--- src/tkpq_pkg.sv ---
// ============================================================================
// Two-key priority queue package
// Shared types, sizes and codes for the controller, datapath and top level.
// ============================================================================
package tkpq_pkg;

    // Queue size and derived widths.
    localparam int QUEUE_DEPTH = 16;
    localparam int CNT_W       = $clog2(QUEUE_DEPTH + 1);
    localparam int OCC_W       = 5;

    // Field widths.
    localparam int ID_W   = 16;
    localparam int PAGE_W = 9;
    localparam int PRIO_W = 8;

    // Request types.
    localparam logic REQ_INSERT = 1'b0;
    localparam logic REQ_POP    = 1'b1;

    // Result status codes.
    localparam logic [1:0] ST_INSERTED = 2'd0;
    localparam logic [1:0] ST_POPPED   = 2'd1;
    localparam logic [1:0] ST_FULL     = 2'd2;
    localparam logic [1:0] ST_EMPTY    = 2'd3;

    // One queue entry; the key fields sit on top so the packed word sorts.
    typedef struct packed {
        logic [PRIO_W-1:0] prio;
        logic [PAGE_W-1:0] pages;
        logic [ID_W-1:0]   id;
    } t_entry;

    // Commands from the controller to the datapath.
    typedef struct packed {
        logic capture;
        logic update;
    } t_cmd;

endpackage

--- src/tkpq_ctrl.sv ---
// ============================================================================
// Two-key priority queue controller
// Sequences each request through a capture cycle and an update cycle.
// ============================================================================
module tkpq_ctrl (
    input  logic           i_clk,
    input  logic           i_rst_n,
    input  logic           start,
    output logic           busy,
    output tkpq_pkg::t_cmd o_cmd
);

    localparam logic S_IDLE   = 1'b0;
    localparam logic S_UPDATE = 1'b1;

    logic r_state;
    logic n_state;

    // Next-state and command decode.
    always_comb begin
        n_state       = r_state;
        o_cmd.capture = 1'b0;
        o_cmd.update  = 1'b0;
        case (r_state)
            S_IDLE: begin
                if (start) begin
                    o_cmd.capture = 1'b1;
                    n_state       = S_UPDATE;
                end
            end
            S_UPDATE: begin
                o_cmd.update = 1'b1;
                n_state      = S_IDLE;
            end
            default: begin
                n_state = S_IDLE;
            end
        endcase
    end

    assign busy = (r_state == S_UPDATE);

    // State register.
    always_ff @(posedge i_clk) begin
        if (!i_rst_n) begin
            r_state <= S_IDLE;
        end else begin
            r_state <= n_state;
        end
    end

endmodule

--- src/tkpq_datapath.sv ---
// ============================================================================
// Two-key priority queue datapath
// Sorted shift-register store with per-entry compare and shift.
// ============================================================================
module tkpq_datapath (
    input  logic                       i_clk,
    input  logic                       i_rst_n,
    input  tkpq_pkg::t_cmd             i_cmd,
    input  logic                       i_req_type,
    input  logic [tkpq_pkg::ID_W-1:0]   i_job_id,
    input  logic [tkpq_pkg::PAGE_W-1:0] i_page_count,
    input  logic [tkpq_pkg::PRIO_W-1:0] i_priority_level,
    output logic                       o_done,
    output logic [1:0]                 o_status,
    output logic [tkpq_pkg::ID_W-1:0]   o_out_id,
    output logic [tkpq_pkg::PAGE_W-1:0] o_out_pages,
    output logic [tkpq_pkg::PRIO_W-1:0] o_out_priority,
    output logic [tkpq_pkg::OCC_W-1:0]  o_occupancy
);

    localparam int DEPTH = tkpq_pkg::QUEUE_DEPTH;
    localparam int CW    = tkpq_pkg::CNT_W;
    localparam int KW    = tkpq_pkg::PRIO_W + tkpq_pkg::PAGE_W;

    tkpq_pkg::t_entry r_store [DEPTH];
    tkpq_pkg::t_entry n_store [DEPTH];
    tkpq_pkg::t_entry r_job;
    logic             r_req;
    logic [DEPTH-1:0] r_after;
    logic [DEPTH-1:0] n_after;
    logic [DEPTH-1:0] ins;
    logic [CW-1:0]    r_count;
    logic [CW-1:0]    n_count;
    logic             full;
    logic             empty;
    logic [31:0]      occ_wide;
    logic [KW-1:0]    new_key;

    assign full    = (r_count == CW'(DEPTH));
    assign empty   = (r_count == '0);
    assign new_key = {i_priority_level, i_page_count};

    // Mark every valid entry that sorts strictly after the incoming job.
    always_comb begin
        for (int k = 0; k < DEPTH; k++) begin
            n_after[k] = (32'(k) < 32'(r_count)) &&
                         ({r_store[k].prio, r_store[k].pages} > new_key);
        end
    end

    // Slots at or past the insertion point, up to the first free slot.
    always_comb begin
        for (int k = 0; k < DEPTH; k++) begin
            ins[k] = r_after[k] || (32'(k) == 32'(r_count));
        end
    end

    // Next store contents for insert or pop.
    always_comb begin
        n_count = r_count;
        for (int k = 0; k < DEPTH; k++) begin
            n_store[k] = r_store[k];
        end
        if (r_req == tkpq_pkg::REQ_INSERT) begin
            if (!full) begin
                n_count = r_count + CW'(1);
                for (int k = 0; k < DEPTH; k++) begin
                    if (ins[k]) begin
                        if (k > 0 && ins[(k > 0) ? k - 1 : 0]) begin
                            n_store[k] = r_store[(k > 0) ? k - 1 : 0];
                        end else begin
                            n_store[k] = r_job;
                        end
                    end
                end
            end
        end else begin
            if (!empty) begin
                n_count = r_count - CW'(1);
                for (int k = 0; k < DEPTH - 1; k++) begin
                    n_store[k] = r_store[k + 1];
                end
            end
        end
    end

    assign occ_wide = 32'(n_count);

    // Request capture and compare vector.
    always_ff @(posedge i_clk) begin
        if (i_cmd.capture) begin
            r_req       <= i_req_type;
            r_job.id    <= i_job_id;
            r_job.pages <= i_page_count;
            r_job.prio  <= i_priority_level;
            r_after     <= n_after;
        end
    end

    // Entry store, written on the update cycle.
    always_ff @(posedge i_clk) begin
        if (i_cmd.update) begin
            for (int k = 0; k < DEPTH; k++) begin
                r_store[k] <= n_store[k];
            end
        end
    end

    // Count and result strobe.
    always_ff @(posedge i_clk) begin
        if (!i_rst_n) begin
            r_count <= '0;
            o_done  <= 1'b0;
        end else begin
            o_done <= i_cmd.update;
            if (i_cmd.update) begin
                r_count <= n_count;
            end
        end
    end

    // Result payload.
    always_ff @(posedge i_clk) begin
        if (i_cmd.update) begin
            o_occupancy    <= occ_wide[tkpq_pkg::OCC_W-1:0];
            o_out_id       <= '0;
            o_out_pages    <= '0;
            o_out_priority <= '0;
            if (r_req == tkpq_pkg::REQ_INSERT) begin
                o_status <= full ? tkpq_pkg::ST_FULL : tkpq_pkg::ST_INSERTED;
            end else if (empty) begin
                o_status <= tkpq_pkg::ST_EMPTY;
            end else begin
                o_status       <= tkpq_pkg::ST_POPPED;
                o_out_id       <= r_store[0].id;
                o_out_pages    <= r_store[0].pages;
                o_out_priority <= r_store[0].prio;
            end
        end
    end

endmodule

--- src/two_key_priority_queue.sv ---
// ============================================================================
// Two-key priority queue
// Bounded job queue sorted by priority level, then page count, then arrival.
// ============================================================================
// A request is taken when start is high and busy is low. In each request,
// the accept edge compares the new job against every stored entry in
// parallel, and the next edge shifts the store and registers the
// result. The result appears for exactly one cycle with o_done high and
// must be taken then, since the receiver cannot stall the block; a new
// request may be started in that same cycle. Every request, including a
// dropped insert or an empty pop, produces exactly one result transfer.
module two_key_priority_queue (
    input  logic                       i_clk,
    input  logic                       i_rst_n,
    input  logic                       start,
    output logic                       busy,
    input  logic                       i_req_type,
    input  logic [tkpq_pkg::ID_W-1:0]   i_job_id,
    input  logic [tkpq_pkg::PAGE_W-1:0] i_page_count,
    input  logic [tkpq_pkg::PRIO_W-1:0] i_priority_level,
    output logic                       o_done,
    output logic [1:0]                 o_status,
    output logic [tkpq_pkg::ID_W-1:0]   o_out_id,
    output logic [tkpq_pkg::PAGE_W-1:0] o_out_pages,
    output logic [tkpq_pkg::PRIO_W-1:0] o_out_priority,
    output logic [tkpq_pkg::OCC_W-1:0]  o_occupancy
);

    tkpq_pkg::t_cmd cmd;

    // Request sequencing.
    tkpq_ctrl u_ctrl (
        .i_clk   (i_clk),
        .i_rst_n (i_rst_n),
        .start   (start),
        .busy    (busy),
        .o_cmd   (cmd)
    );

    // Sorted store and result registers.
    tkpq_datapath u_datapath (
        .i_clk            (i_clk),
        .i_rst_n          (i_rst_n),
        .i_cmd            (cmd),
        .i_req_type       (i_req_type),
        .i_job_id         (i_job_id),
        .i_page_count     (i_page_count),
        .i_priority_level (i_priority_level),
        .o_done           (o_done),
        .o_status         (o_status),
        .o_out_id         (o_out_id),
        .o_out_pages      (o_out_pages),
        .o_out_priority   (o_out_priority),
        .o_occupancy      (o_occupancy)
    );

endmodule
--- config.mk ---
export PLATFORM = sky130hd
export DESIGN_NAME = two_key_priority_queue
export DESIGN_NICKNAME = d
export VERILOG_FILES = /design/src/tkpq_pkg.sv /design/src/tkpq_ctrl.sv /design/src/tkpq_datapath.sv /design/src/two_key_priority_queue.sv
export SDC_FILE = /design/constraint.sdc
export NUM_CORES = 2
export LEC_CHECK = 0
export ABC_AREA = 1
export ABC_CLOCK_PERIOD_IN_PS = 4900
export BUFFER_PORTS_ARGS = -buffer_cell sky130_fd_sc_hd__buf_2
export CORE_MARGIN = 2
export CORE_UTILIZATION = 45
export DETAILED_ROUTE_END_ITERATION = 7
export GPL_TIMING_DRIVEN = 0
export MAX_ROUTING_LAYER = met4
export PLACE_DENSITY_LB_ADDON = 0.1
export SYNTH_ARGS = -nofsm -noshare
export SYNTH_HDL_FRONTEND = slang
export SYNTH_SLANG_ARGS = --single-unit
--- constraint.sdc ---
create_clock -name i_clk -period 4.9 [get_ports i_clk]
set_input_delay 0.245 -clock i_clk [delete_from_list [all_inputs] [get_ports i_clk]]
set_output_delay 0.245 -clock i_clk [all_outputs]
set_load 0.01 [all_outputs]
==> summary.txt <==
Pwr
  – Cell Pwr Density: around 340 mW/mm^2
  – Leak: approximately 17 nW
  – Max IR drop VDD: 0.000313 V

Placed design
  – Port bufs: a little under 80
  – GPL Wtd Cong: between 0.9 and 1
  – Post-DP HPWL: 96300 um
  – Cell Area, Placed: a little under 0.04 mm^2
  – Placed cell count: between 5000 and 6000

Global routing
  – First-pass GRT wire length: approximately 180000 um
  – Largest net degree at the start of global routing: 35
  – Vias in the first global route: roughly 30000
  – Overall Global Routing Usage: approximately 30%
  – Initial antenna violation count: 3
  – GRT overflow: 0

Floorplanning
  – Initial core utilization: between 40% and 50%
  – Die width: 290 um
  – Core ar.: approximately 0.08 mm^2
  – Area of the die: ~0.084 mm^2
  – Top Ports: 79
  – Site Rows: around 100
  – Die height: 290 um

Worst setup path
  – R2R Setup Slk: slightly below 0.9 ns
  – Worst Path Max Fanout: 21
  – Critical Path Start Type: register
  – Worst setup EP type: register
  – Setup CP Type: register to register
  – WP data required: around 5.2 ns
  – Critical path data arrival time: ~4.4 ns

STA
  – Slew Limit Headroom: 3.36%
  – Fin Setup TNS: 0 ns
  – Setup Skew: 0.0244 ns
  – Fin crit period: 4.03 ns
  – Setup-failing EPs final: 0
  – Fmax: roughly 250 MHz
  – Final Slew Violations: 0
  – Least-Margin Pin Slew: ~1.4 ns
  – Final hold slack: 0.171 ns
  – Period utilisation layout: 82.3%
  – Final Hold Fails: 0
  – RSZ-0062 raised after global routing: false

Status
  – Status: completed

Yosys
  – Synth Register Bits: 625
  – Post-Synth Simple-Gate Area: 16.8%
  – Seq/Total Area, Yosys: 50.8%
  – Mux cell area share after synthesis: 0%
  – Largest family of logic cells by synthesized area: simple AND/OR/NAND/NOR gates
  – Post-Synth XOR/XNOR Area: 0.0953%
  – Synth Area in Adders: 9.42%
  – Netlist Area Pre-Place: around 0.037 mm^2
  – Syn avg cell area: between 8 and 9 um^2
  – Most common cell in the synthesized netlist: nand2_1
  – Net Count, Synth: 4512
  – Distinct cells, synth: 43
  – Number of enable flip-flop cells after synthesis: roughly 620
  – Top-area cell type share of the netlist area: approximately half
  – Post-synth top cells: 856 x nand2_1, 639 x nor2_1, 618 x edfxtp_1
  – Fraction of registers with async set or reset after synthesis: 0%
  – Top cells by area, synth: edfxtp_1 50%, ha_1 9.4%, nand2_1 8.7%
  – Synth Area in Compound Gates: roughly 16%
  – Synth warnings: 0
  – Area leader, netlist: edfxtp_1
  – Gate Count Post-Synth: approximately 4200
  – Ys flop type: edfxtp_1

Cells and area
  – Nets: about 4700
  – Share of post-route cells with drive strength above 1: 9.12%
  – Fillers: 7834
  – Design area: 0.0418 mm^2
  – Post-route insts no fill: 5526
  – Area grow syn2layout: 13.6%

CTS
  – Maximum buffer depth of the clock tree: 3
  – # resized after CTS: 0
  – Clock Sinks: around 630
  – Htree depth: 3
  – Clock Pin Slew Worst Setup and Hold Paths: roughly 0.06 ns
  – Root buffer cell: clkbuf_16
  – CTS Buf Count: 76
  – Clock Latency Late Sink: approximately 0.64 ns
  – TritonCTS clock tree: yes

Drt
  – Via count: ~31000
  – Pre-antenna DRT Iters: 6
  – Wire per inst: 22.2 um
  – Initial DRC Count: roughly 3200
  – Drt via density: about 5.6
  – WL final: ~120000 um
  – Residual DRC: 0
  – ANT nets after route: 0

Worst hold path
  – Hold WC Path Type: primary input to register

Run
  – Max-cap violations: 0
-- flip-flops by register name, summed over array words and instances, names as in the netlist --
signal,flops
u_datapath.o_occupancy,5
u_datapath.o_done,1
u_datapath.o_status,2
u_datapath.r_req,1
u_datapath.r_count,5
u_datapath.o_out_pages,9
u_datapath.r_after,16
u_datapath.o_out_priority,8
u_ctrl.busy,1
u_datapath.r_job,33
u_datapath.r_store,528
u_datapath.o_out_id,16
-- power breakdown --
group | total [mW] | internal, mW | switching [mW]
clock network | 5.55 | 3.14 | 2.41
registers | 6.38 | 6.21 | 0.172
logic | 2.16 | 0.664 | 1.50
total | 14.1 | 10.0 | 4.08
-- routing by layer --
metal	share of wire (%)	routed length [um]	up-vias	GRT usage [%]
met2	45	55600	1033	45.8
met5	0	0	-	-
met3	6.2	7600	217	3.51
met4	4.0	4870	0	10.7
li1	-	-	14800	-
met1	45	54800	15000	40.2
-- layout by cell type (no fill, tap or decap), types with 5 or more instances in the layout --
| cell type | n |
|---|---|
| nand2_2 | 10 |
| inv_2 | 17 |
| buf_4 | 30 |
| and2_1 | 6 |
| buf_6 | 18 |
| edfxtp_1 | 618 |
| dlygate4sd3_1 | 35 |
| o22ai_1 | 43 |
| a21oi_1 | 152 |
| ha_1 | 277 |
| nand3_1 | 27 |
| clkbuf_16 | 77 |
| a21o_1 | 26 |
| dfxtp_1 | 6 |
| clkinv_2 | 17 |
| o21ai_0 | 488 |
| buf_1 | 7 |
| o21ai_1 | 444 |
| nand4_1 | 18 |
| clkinv_1 | 12 |
| nor3_1 | 9 |
| a21oi_4 | 14 |
| nand2_1 | 856 |
| clkbuf_1 | 116 |
| inv_1 | 260 |
| buf_2 | 168 |
| nor2_1 | 638 |
| or2_2 | 5 |
| buf_12 | 18 |
-- critical path: stages, from the launching register on --
cell and delay, ns:
dfxtp_1 0.38, buf_2 0.31, inv_1 0.21, ha_1 0.30, inv_1 0.09, nor2_2 0.06
nand2_1 0.18, nand2_2 0.31, nand2_1 0.30, nand2_2 0.28, buf_2 0.42, a21oi_4 0.59
buf_12 0.27
-- area by class of cell --
cell class	instances	area (um^2)	share of cell area [%]
antenna	2	5.00	0.0120
sequential	625	18700	44.8
clock buffer	93	2020	4.83
buffer	247	1270	3.03
multi-input combinational	3047	15900	38.2
timing repair buffer	134	1130	2.72
clock inverter	39	327	0.782
inverter	279	1050	2.51
tap	1060	1330	3.18
-- cell families after synthesis --
group / Yosys count
AND/OR/NAND/NOR: 1588
AO/OA/AOI/OAI: 1178
flip-flops: 625
buffers and inverters: 526
adder cells (fa/ha/maj): 277
XOR/XNOR: 4
-- stage by stage --
| step | total power [mW] | utilization [%] | worst slack [ns] |
|---|---|---|---|
| floorplan | 7.79 | - | 0.431 |
| global placement | 8.51 | 47.7 | -2.20 |
| detailed placement | 8.59 | 48.4 | 0.928 |
| CTS | 14.1 | 51.8 | 0.935 |
| global route | 14.6 | 51.8 | 0.759 |
| finish | 14.1 | 51.8 | 0.866 |
-- final timing paths --
check	depth (start not counted)	start	to
max	12	u_datapath.r_count[0]	u_datapath.r_store[1][206]
min	1	i_page_count[0]	u_datapath.r_job[16]
max reg2reg	12	u_datapath.r_count[0]	u_datapath.r_store[1][206]
min reg2reg	0	u_datapath.r_req	u_datapath.o_status[0]
-- what timing repair did --
action / in CTS / in global routing
hold buffers: 35 / 0
setup endpoints to repair: 0 / 0
endpoints found under the hold margin: 36 / 0
buffers inserted: 0 / 0
Power figures use the tool's default switching activity.
